**config.mk**
```make
export PLATFORM = sky130hd
export DESIGN_NAME = roman_numeral_codec_core
export DESIGN_NICKNAME = d
export VERILOG_FILES = /design/src/rtl/rnc_pkg.sv /design/src/rtl/rnc_front.sv /design/src/rtl/rnc_queue.sv /design/src/rtl/rnc_back.sv /design/src/rtl/roman_numeral_codec_core.sv
export SDC_FILE = /design/constraint.sdc
export NUM_CORES = 1
export LEC_CHECK = 0
export BUFFER_PORTS_ARGS = -buffer_cell sky130_fd_sc_hd__buf_2
export CAP_MARGIN = 25
export CORE_MARGIN = 1
export CORE_UTILIZATION = 50
export CTS_CLUSTER_SIZE = 14
export DETAILED_ROUTE_END_ITERATION = 10
export PLACE_DENSITY = 0.68
export SLEW_MARGIN = 0
export SYNTH_ARGS = -nofsm -noshare
export SYNTH_HDL_FRONTEND = slang
export SYNTH_SLANG_ARGS = --single-unit
```
**constraint.sdc**
```tcl
create_clock -name clock -period 7.3 [get_ports clock]
set_clock_uncertainty 0.15 [all_clocks]
set_input_delay 0.365 -clock clock [delete_from_list [all_inputs] [get_ports clock]]
set_output_delay 0.365 -clock clock [all_outputs]
set_load 0.005 [all_outputs]
```
**src/rtl/rnc_pkg.sv**
```systemverilog
// Shared types, constants and lookup functions for the Roman numeral codec.
// No dependencies; imported by every module of the codec.
package rnc_pkg;

   localparam int SumWidthDefault = 16;
   localparam int QueueDepth      = 2;
   localparam int NumberWidth     = 12;
   localparam int TotalWidth      = 16;
   localparam int SymbolWidth     = 8;
   localparam int ValueWidth      = 11;
   localparam int StepIdxWidth    = 4;

   localparam logic [NumberWidth-1:0] MaxNumber = 12'd3999;

   localparam logic OPC_ENCODE = 1'b0;
   localparam logic OPC_CHAR   = 1'b1;

   localparam logic KIND_CHAR  = 1'b0;
   localparam logic KIND_VALUE = 1'b1;

   localparam logic [2:0] RANK_NONE = 3'd7;

   localparam logic [SymbolWidth-1:0] CHR_NONE = 8'h00;
   localparam logic [SymbolWidth-1:0] CHR_I    = 8'h49;
   localparam logic [SymbolWidth-1:0] CHR_V    = 8'h56;
   localparam logic [SymbolWidth-1:0] CHR_X    = 8'h58;
   localparam logic [SymbolWidth-1:0] CHR_L    = 8'h4C;
   localparam logic [SymbolWidth-1:0] CHR_C    = 8'h43;
   localparam logic [SymbolWidth-1:0] CHR_D    = 8'h44;
   localparam logic [SymbolWidth-1:0] CHR_M    = 8'h4D;

   typedef enum logic [1:0] {
      OP_ENCODE,
      OP_ZERO,
      OP_RANGE,
      OP_TOTAL
   } entry_op_type;

   // One job handed from front to back: a number to spell out or a decoded total.
   typedef struct packed {
      entry_op_type           op;
      logic [TotalWidth-1:0]  data;
   } entry_type;

   typedef struct packed {
      logic [NumberWidth-1:0] value;
      logic [SymbolWidth-1:0] first;
      logic [SymbolWidth-1:0] second;
      logic                   pair;
   } greedy_step_type;

   function automatic logic [2:0] rank_of(input logic [SymbolWidth-1:0] ch);
      logic [2:0] r;
      case (ch)
         CHR_I:   r = 3'd0;
         CHR_V:   r = 3'd1;
         CHR_X:   r = 3'd2;
         CHR_L:   r = 3'd3;
         CHR_C:   r = 3'd4;
         CHR_D:   r = 3'd5;
         CHR_M:   r = 3'd6;
         default: r = RANK_NONE;
      endcase
      return r;
   endfunction

   function automatic logic [ValueWidth-1:0] value_of(input logic [2:0] r);
      logic [ValueWidth-1:0] v;
      case (r)
         3'd0:    v = 11'd1;
         3'd1:    v = 11'd5;
         3'd2:    v = 11'd10;
         3'd3:    v = 11'd50;
         3'd4:    v = 11'd100;
         3'd5:    v = 11'd500;
         3'd6:    v = 11'd1000;
         default: v = '0;
      endcase
      return v;
   endfunction

   // Unknown characters order below I.
   function automatic logic [2:0] order_key(input logic [2:0] r);
      return (r == RANK_NONE) ? 3'd0 : r + 3'd1;
   endfunction

   // Greedy table, largest first, subtractive pairs included.
   function automatic greedy_step_type greedy_step(input logic [StepIdxWidth-1:0] idx);
      greedy_step_type s;
      case (idx)
         4'd0:    s = '{12'd1000, CHR_M, CHR_NONE, 1'b0};
         4'd1:    s = '{12'd900,  CHR_C, CHR_M,    1'b1};
         4'd2:    s = '{12'd500,  CHR_D, CHR_NONE, 1'b0};
         4'd3:    s = '{12'd400,  CHR_C, CHR_D,    1'b1};
         4'd4:    s = '{12'd100,  CHR_C, CHR_NONE, 1'b0};
         4'd5:    s = '{12'd90,   CHR_X, CHR_C,    1'b1};
         4'd6:    s = '{12'd50,   CHR_L, CHR_NONE, 1'b0};
         4'd7:    s = '{12'd40,   CHR_X, CHR_L,    1'b1};
         4'd8:    s = '{12'd10,   CHR_X, CHR_NONE, 1'b0};
         4'd9:    s = '{12'd9,    CHR_I, CHR_X,    1'b1};
         4'd10:   s = '{12'd5,    CHR_V, CHR_NONE, 1'b0};
         4'd11:   s = '{12'd4,    CHR_I, CHR_V,    1'b1};
         4'd12:   s = '{12'd1,    CHR_I, CHR_NONE, 1'b0};
         default: s = '{12'd1,    CHR_I, CHR_NONE, 1'b0};
      endcase
      return s;
   endfunction

endpackage

```
**src/rtl/rnc_front.sv**
```systemverilog
// Front end: accepts items, keeps the numeral decode state, classifies jobs.
// Depends on rnc_pkg.
module rnc_front
   import rnc_pkg::*;
#(
   parameter int SUM_WIDTH = SumWidthDefault
) (
   input  logic                   clock,
   input  logic                   reset,
   input  logic                   accept,
   input  logic                   req_opcode,
   input  logic [NumberWidth-1:0] req_number,
   input  logic [SymbolWidth-1:0] req_symbol,
   input  logic                   req_final_char,
   output logic                   q_push,
   output entry_type              q_entry
);

   logic [2:0]           held_rank_ff, held_rank_in;
   logic                 held_valid_ff, held_valid_in;
   logic [SUM_WIDTH-1:0] sum_ff, sum_in;

   logic [2:0]            rank;
   logic [ValueWidth-1:0] val, held_val;
   logic                  sub;
   logic [SUM_WIDTH:0]    wide;
   logic [SUM_WIDTH-1:0]  sum_new;
   logic [TotalWidth-1:0] total;

   always_comb begin
      rank     = rank_of(req_symbol);
      val      = value_of(rank);
      held_val = value_of(held_rank_ff);
      sub      = held_valid_ff && (order_key(rank) > order_key(held_rank_ff));
      // A higher symbol is worth at least twice the held one, so this never underflows.
      wide     = {1'b0, sum_ff} + (SUM_WIDTH+1)'(val)
                 - (sub ? (SUM_WIDTH+1)'({held_val, 1'b0}) : '0);
      sum_new  = wide[SUM_WIDTH] ? {SUM_WIDTH{1'b1}} : wide[SUM_WIDTH-1:0];
      if (sum_new > SUM_WIDTH'({TotalWidth{1'b1}})) begin
         total = {TotalWidth{1'b1}};
      end else begin
         total = TotalWidth'(sum_new);
      end

      held_rank_in  = held_rank_ff;
      held_valid_in = held_valid_ff;
      sum_in        = sum_ff;
      q_push        = 1'b0;
      q_entry.op    = OP_ENCODE;
      q_entry.data  = TotalWidth'(req_number);

      if (accept) begin
         if (req_opcode == OPC_ENCODE) begin
            q_push = 1'b1;
            if (req_number > MaxNumber) begin
               q_entry.op = OP_RANGE;
            end else if (req_number == '0) begin
               q_entry.op = OP_ZERO;
            end
         end else if (req_final_char) begin
            q_push        = 1'b1;
            q_entry.op    = OP_TOTAL;
            q_entry.data  = total;
            held_rank_in  = RANK_NONE;
            held_valid_in = 1'b0;
            sum_in        = '0;
         end else begin
            held_rank_in  = rank;
            held_valid_in = 1'b1;
            sum_in        = sum_new;
         end
      end
   end

   always_ff @(posedge clock) begin
      if (reset) begin
         held_rank_ff  <= RANK_NONE;
         held_valid_ff <= 1'b0;
         sum_ff        <= '0;
      end else begin
         held_rank_ff  <= held_rank_in;
         held_valid_ff <= held_valid_in;
         sum_ff        <= sum_in;
      end
   end

endmodule

```
**src/rtl/rnc_queue.sv**
```systemverilog
// Short job queue between front and back ends, built from flops.
// Depends on rnc_pkg.
module rnc_queue
   import rnc_pkg::*;
(
   input  logic      clock,
   input  logic      reset,
   input  logic      push,
   input  entry_type push_entry,
   input  logic      pop,
   output logic      q_full,
   output logic      q_empty,
   output entry_type head
);

   localparam int PtrWidth = (QueueDepth > 1) ? $clog2(QueueDepth) : 1;
   localparam int CntWidth = $clog2(QueueDepth + 1);
   localparam logic [PtrWidth-1:0] LastPtr = PtrWidth'(QueueDepth - 1);
   localparam logic [CntWidth-1:0] FullCnt = CntWidth'(QueueDepth);

   entry_type           slot_ff [QueueDepth];
   logic [PtrWidth-1:0] wr_ptr_ff, wr_ptr_in, rd_ptr_ff, rd_ptr_in;
   logic [CntWidth-1:0] count_ff, count_in;
   logic                do_push, do_pop;

   always_comb begin
      q_full    = (count_ff == FullCnt);
      q_empty   = (count_ff == '0);
      head      = slot_ff[rd_ptr_ff];
      do_push   = push && !q_full;
      do_pop    = pop && !q_empty;
      wr_ptr_in = wr_ptr_ff;
      rd_ptr_in = rd_ptr_ff;
      count_in  = count_ff;
      if (do_push) begin
         wr_ptr_in = (wr_ptr_ff == LastPtr) ? '0 : wr_ptr_ff + 1'b1;
      end
      if (do_pop) begin
         rd_ptr_in = (rd_ptr_ff == LastPtr) ? '0 : rd_ptr_ff + 1'b1;
      end
      if (do_push && !do_pop) begin
         count_in = count_ff + 1'b1;
      end else if (do_pop && !do_push) begin
         count_in = count_ff - 1'b1;
      end
   end

   always_ff @(posedge clock) begin
      if (reset) begin
         wr_ptr_ff <= '0;
         rd_ptr_ff <= '0;
         count_ff  <= '0;
      end else begin
         wr_ptr_ff <= wr_ptr_in;
         rd_ptr_ff <= rd_ptr_in;
         count_ff  <= count_in;
      end
   end

   always_ff @(posedge clock) begin
      if (do_push) begin
         slot_ff[wr_ptr_ff] <= push_entry;
      end
   end

endmodule

```
**src/rtl/rnc_back.sv**
```systemverilog
// Back end: spells numbers out by walking the greedy table, drives the result register.
// Depends on rnc_pkg.
module rnc_back
   import rnc_pkg::*;
(
   input  logic                   clock,
   input  logic                   reset,
   input  logic                   q_empty,
   input  entry_type              q_head,
   output logic                   q_pop,
   input  logic                   pop,
   output logic                   empty,
   output logic                   rsp_kind,
   output logic [SymbolWidth-1:0] rsp_out_char,
   output logic [TotalWidth-1:0]  rsp_total,
   output logic                   rsp_empty_line,
   output logic                   rsp_range_error,
   output logic                   rsp_end_of_run
);

   logic                    busy_ff, busy_in;
   entry_op_type            op_ff, op_in;
   logic [TotalWidth-1:0]   data_ff, data_in;
   logic [StepIdxWidth-1:0] idx_ff, idx_in;
   logic                    second_ff, second_in;

   logic                   out_valid_ff, out_valid_in;
   logic                   kind_ff, kind_in;
   logic [SymbolWidth-1:0] char_ff, char_in;
   logic [TotalWidth-1:0]  total_ff, total_in;
   logic                   empty_line_ff, empty_line_in;
   logic                   range_error_ff, range_error_in;
   logic                   end_ff, end_in;

   logic                   out_free, emit;
   greedy_step_type        step;
   logic [NumberWidth-1:0] rem, diff;

   always_comb begin
      out_free = !out_valid_ff || pop;
      step     = greedy_step(idx_ff);
      rem      = data_ff[NumberWidth-1:0];
      diff     = rem - step.value;

      busy_in   = busy_ff;
      op_in     = op_ff;
      data_in   = data_ff;
      idx_in    = idx_ff;
      second_in = second_ff;
      q_pop     = 1'b0;

      emit           = 1'b0;
      kind_in        = KIND_CHAR;
      char_in        = CHR_NONE;
      total_in       = '0;
      empty_line_in  = 1'b0;
      range_error_in = 1'b0;
      end_in         = 1'b0;

      if (!busy_ff) begin
         if (!q_empty) begin
            q_pop     = 1'b1;
            busy_in   = 1'b1;
            op_in     = q_head.op;
            data_in   = q_head.data;
            idx_in    = '0;
            second_in = 1'b0;
         end
      end else if (out_free) begin
         case (op_ff)
            OP_ZERO: begin
               emit          = 1'b1;
               empty_line_in = 1'b1;
               end_in        = 1'b1;
               busy_in       = 1'b0;
            end
            OP_RANGE: begin
               emit           = 1'b1;
               range_error_in = 1'b1;
               end_in         = 1'b1;
               busy_in        = 1'b0;
            end
            OP_TOTAL: begin
               emit     = 1'b1;
               kind_in  = KIND_VALUE;
               total_in = data_ff;
               end_in   = 1'b1;
               busy_in  = 1'b0;
            end
            OP_ENCODE: begin
               if (second_ff) begin
                  // remainder was already reduced when the pair's first char went out
                  emit      = 1'b1;
                  char_in   = step.second;
                  second_in = 1'b0;
                  end_in    = (rem == '0);
                  busy_in   = (rem != '0);
               end else if (rem >= step.value) begin
                  emit    = 1'b1;
                  char_in = step.first;
                  data_in = TotalWidth'(diff);
                  if (step.pair) begin
                     second_in = 1'b1;
                  end else begin
                     end_in  = (diff == '0);
                     busy_in = (diff != '0);
                  end
               end else begin
                  idx_in = idx_ff + 1'b1;
               end
            end
            default: begin
               busy_in = 1'b0;
            end
         endcase
      end

      if (emit) begin
         out_valid_in = 1'b1;
      end else if (pop) begin
         out_valid_in = 1'b0;
      end else begin
         out_valid_in = out_valid_ff;
      end
   end

   always_ff @(posedge clock) begin
      if (reset) begin
         busy_ff      <= 1'b0;
         second_ff    <= 1'b0;
         out_valid_ff <= 1'b0;
      end else begin
         busy_ff      <= busy_in;
         second_ff    <= second_in;
         out_valid_ff <= out_valid_in;
      end
   end

   always_ff @(posedge clock) begin
      op_ff   <= op_in;
      data_ff <= data_in;
      idx_ff  <= idx_in;
      if (emit) begin
         kind_ff        <= kind_in;
         char_ff        <= char_in;
         total_ff       <= total_in;
         empty_line_ff  <= empty_line_in;
         range_error_ff <= range_error_in;
         end_ff         <= end_in;
      end
   end

   assign empty           = !out_valid_ff;
   assign rsp_kind        = kind_ff;
   assign rsp_out_char    = char_ff;
   assign rsp_total       = total_ff;
   assign rsp_empty_line  = empty_line_ff;
   assign rsp_range_error = range_error_ff;
   assign rsp_end_of_run  = end_ff;

endmodule

```
**src/rtl/roman_numeral_codec_core.sv**
```systemverilog
// Roman numeral codec, encode and decode directions, front/queue/back structure.
// Depends on rnc_pkg, rnc_front, rnc_queue and rnc_back.
//
// Push number items (opcode 0) or numeral characters (opcode 1, left to right) into
// the request side; results come out of a queue-style response side. A numeral
// character needs no result unless it is marked final, in which case one result
// carries the total (saturating at 65535). An encode of a number N yields one result
// per Roman character, most significant first, with end_of_run on the last; zero and
// values above 3999 yield one flagged result. The back end walks a 13-step greedy
// table (1000, 900, ... 4, 1) from the top, emitting characters while the remainder
// allows and stepping down otherwise; the longest spelling, 3888, has fifteen
// characters. It holds one job at a time, takes the next from the queue only once
// done, and waits while the response side holds off. Decode jobs and flagged encodes
// give their single result without walking the table. A two-entry job queue lets
// characters keep arriving while the back end spells out a number; full rises when
// it fills.
module roman_numeral_codec_core
   import rnc_pkg::*;
#(
   parameter int SUM_WIDTH = SumWidthDefault
) (
   input  logic                   clock,
   input  logic                   reset,
   input  logic                   push,
   output logic                   full,
   input  logic                   req_opcode,
   input  logic [NumberWidth-1:0] req_number,
   input  logic [SymbolWidth-1:0] req_symbol,
   input  logic                   req_final_char,
   output logic                   empty,
   input  logic                   pop,
   output logic                   rsp_kind,
   output logic [SymbolWidth-1:0] rsp_out_char,
   output logic [TotalWidth-1:0]  rsp_total,
   output logic                   rsp_empty_line,
   output logic                   rsp_range_error,
   output logic                   rsp_end_of_run
);

   logic      accept;
   logic      q_push, q_pop, q_full, q_empty;
   entry_type q_entry, q_head;

   assign full   = q_full;
   assign accept = push && !q_full;

   rnc_front #(
      .SUM_WIDTH(SUM_WIDTH)
   ) u_front (
      .clock          (clock),
      .reset          (reset),
      .accept         (accept),
      .req_opcode     (req_opcode),
      .req_number     (req_number),
      .req_symbol     (req_symbol),
      .req_final_char (req_final_char),
      .q_push         (q_push),
      .q_entry        (q_entry)
   );

   rnc_queue u_queue (
      .clock      (clock),
      .reset      (reset),
      .push       (q_push),
      .push_entry (q_entry),
      .pop        (q_pop),
      .q_full     (q_full),
      .q_empty    (q_empty),
      .head       (q_head)
   );

   rnc_back u_back (
      .clock           (clock),
      .reset           (reset),
      .q_empty         (q_empty),
      .q_head          (q_head),
      .q_pop           (q_pop),
      .pop             (pop),
      .empty           (empty),
      .rsp_kind        (rsp_kind),
      .rsp_out_char    (rsp_out_char),
      .rsp_total       (rsp_total),
      .rsp_empty_line  (rsp_empty_line),
      .rsp_range_error (rsp_range_error),
      .rsp_end_of_run  (rsp_end_of_run)
   );

endmodule

```
==> impl_metrics.ini <==
[critical_path]
crit_arrival_ns = 5.74
crit_path_start_kind = input pin
timing.critical_path.required_ns = 7.32
worst-setup-path-type = in -> reg
cpPeakStageDelay_ns = 0.61
cpMostUsedCell = ha_1
worstSetupEndpointType = register
critical_path.max_fanout = 16
critical-path-slowest-cell = or4_1

[routing]
number_of_drc_markers_after_the_initial_detailed_route_iteration = 343
drc = 3
avgViaCountPerCell = 5.51
wirelength_mm = 15.5
route.antenna.remaining_nets = 0
via_count = 5630
wl_per_cell_um = 15.2
firstDrtPassIters = 8

[global_routing]
grt_max_degree = 30
globalRoute.totalOverflow = 0
grt_antenna_before_repair = 0
grtUsageTotal = 0.212
via_count_of_the_first_global_routing_pass = 5552
global_route_wire_length_before_repair_mm = 26.2

[final_layout]
antenna-diode-count = 0
multiInputGateArea_sq_mm = 0.00376
number_of_non_filler_instances_in_the_completed_layout = 1021
syn_to_final_growth_pct = 14.2
design.final.nets = 912
reg_area_sq_mm = 0.00348
fillCellCount = 1254
post_route_cells_drive_above_1_share = 0.143
fin_util = 0.591
finish.instance_area_sq_mm = 0.00868

[run_status]
run_status = finished, violations left
violations_in_the_final_reports = design-rule violations

[clock_tree]
postCtsSetupRepairBufs = 0
cts_max_path_buffers = 2
cts_sinks = 132
cts.root.buffer_cell = clkbuf_16
cts_hold_buf = 0
cts_htree_levels = 4
number_of_cts_inserted_buffers = 17
clock_latency_ns = 0.42
cts_repair_resize_count = 0
tritoncts = built
clk_pin_slew_ns = 0.06

[synthesis]
cell_taking_the_most_area_after_synthesis = edfxtp_1
ys_seq_area_frac = 0.458
post_synthesis_instance_area_sq_mm = 0.00760
netlist_instances = 769
ys_seq_elements = 132
synth_area_leaders = edfxtp_1 33%, dfxtp_1 13%, ha_1 8.6%, nor2_1 4.0%, nand2_1 3.7%
synth-async-reset-ratio = 0
yosys_most_used_dff = edfxtp_1
avgSynthCellArea_sq_um = 9.89
synth-edff-count = 84
ys_warn_count = 0
ys_types = 71
area_share_of_the_largest_cell_type_after_synthesis = 0.332

[timing]
period_needed_ns = 5.71
worst_slew_pin_slew_ns = 0.820
grt_setup_unrepaired = no
max_freq_ghz = 0.175
worst_setup_slack_after_layout_ns = 1.59
final_min_period_over_clock_period = 0.783
report.final.slew_viol_count = 0
slew-limit-headroom = 0.453
final-setup-viol-count = 0
finalHoldWorstSlack_ns = 0.128
hold_viol = 0
fin_setup_tns_ns = 0

[place]
place_area_sq_mm = 0.00802
io_buffers = 53
placed_cells = 986
detailedPlace.worstSlack_ns = 1.21
routability_congestion = 0.924
dp_hpwl_mm = 11.9

[power_and_ir_drop]
power_mw = 4.26
p_leak_nw = 3.62
vdd.ir_drop.worst_v = 0.000244
pwr_density_cell_mw_per_mm2 = 491

[floorplan]
initial_utilization = 0.517
core_sq_mm = 0.0147
floorplan.rows = 44
die_width_um = 125
number_of_top_level_pins = 56
die_height_um = 125
fp.dieArea_sq_mm = 0.0157

[run]
maxCapViolations = 0

[min_path]
hold_path.class = in -> reg
==> cell families (layout without fill, tap and decap cells) <==
family | count (synthesis) | after routing | synth area share
buffers and inverters | 91 | 158 | 0.0485
other | 1 | 2 | 0.000493
multiplexers | 25 | 25 | 0.0336
AND/OR/NAND/NOR | 276 | 276 | 0.178
adder cells (fa/ha/maj) | 62 | 62 | 0.112
AO/OA/AOI/OAI | 156 | 156 | 0.140
XOR/XNOR | 26 | 26 | 0.0299
flip-flops | 132 | 132 | 0.458
==> power breakdown <==
part,total (mW),internal [mW],switching [mW]
combinational,2.15,0.861,1.29
clock,0.880,0.560,0.319
sequential,1.23,1.11,0.125
total,4.26,2.53,1.73
==> cells in the final DEF (no fill, tap or decap), drive strengths merged, types with 9 or more instances in the layout <==
cell / Yosys / final
edfxtp: 84 / 84
nor2: 83 / 83
nand2: 74 / 74
inv: 66 / 72
buf: 8 / 60
ha: 52 / 52
dfxtp: 48 / 48
o21ai: 44 / 44
a21oi: 38 / 38
and2: 25 / 25
mux2i: 21 / 21
nand2b: 18 / 18
clkbuf: 17 / 18
nand3: 17 / 17
xnor2: 16 / 16
nor3: 15 / 15
xor2: 10 / 10
fa: 10 / 10
o22ai: 9 / 9
nor2b: 9 / 9
==> cells in the mapped netlist, drive strengths merged, types with 2 or more instances <==
cell,count
edfxtp,84
nor2,83
nand2,74
inv,66
ha,52
dfxtp,48
o21ai,44
a21oi,38
and2,25
mux2i,21
nand2b,18
clkbuf,17
nand3,17
xnor2,16
nor3,15
fa,10
xor2,10
nor2b,9
o22ai,9
a211oi,8
a22oi,8
buf,8
o211ai,8
a22o,7
nor4,6
o21a,6
nand4,5
a21o,4
and3,4
mux2,4
nand3b,4
a31oi,3
nor3b,3
o21bai,3
or3,3
a2111o,2
a211o,2
a221oi,2
nand4b,2
nor4b,2
o31ai,2
or2,2
or4b,2
==> critical path: cells and delay by family <==
family / cells / cell delay [ns]
simple gates: 12 / 2.67
fa+ha+maj: 5 / 1.37
compound gates: 7 / 1.14
buf+inv: 2 / 0.19
==> final timing paths <==
check                                             start                      to  slack, ns  cells after the start
worst max-delay path                      req_symbol[4]  u_queue.slot_ff[1][13]       1.59                     26
worst min-delay path                                pop     u_back.out_valid_ff       0.13                      3
worst max register to register  u_front.held_rank_ff[2]  u_queue.slot_ff[1][13]       2.06                     18
worst min register to register        u_front.sum_ff[1]       u_front.sum_ff[1]       0.31                      2
==> sequential cells by signal, summed over array words and instances (netlist names), 2 cells and up, named ones only <==
signal / cells
u_back.op_ff: 2
u_front.held_rank_ff: 3
u_back.rsp_total: 16
u_queue.count_ff: 2
u_back.data_ff: 16
u_back.idx_ff: 4
u_back.rsp_out_char: 6
u_queue.slot_ff: 36
u_back.step: 20
u_front.sum_ff: 16
==> layer usage <==
| metal | up-vias | wire (um) | GRT usage |
|---|---|---|---|
| met3 | 22 | 694 | 0.0454 |
| met5 | - | 0 | 0 |
| li1 | 2824 | - | - |
| met4 | 0 | 281 | 0.0739 |
| met2 | 149 | 7510 | 0.367 |
| met1 | 2635 | 7050 | 0.261 |
==> area by class of cell <==
| class | instances | area share |
|---|---|---|
| flip-flops and latches | 132 | 0.401 |
| inverters | 66 | 0.0285 |
| well taps | 184 | 0.0265 |
| repair buffers | 60 | 0.0389 |
| clock inverters | 14 | 0.0196 |
| clock buffers | 18 | 0.0519 |
| multi-input cells | 547 | 0.433 |
Note: power is estimated with default switching activity, not from simulation.
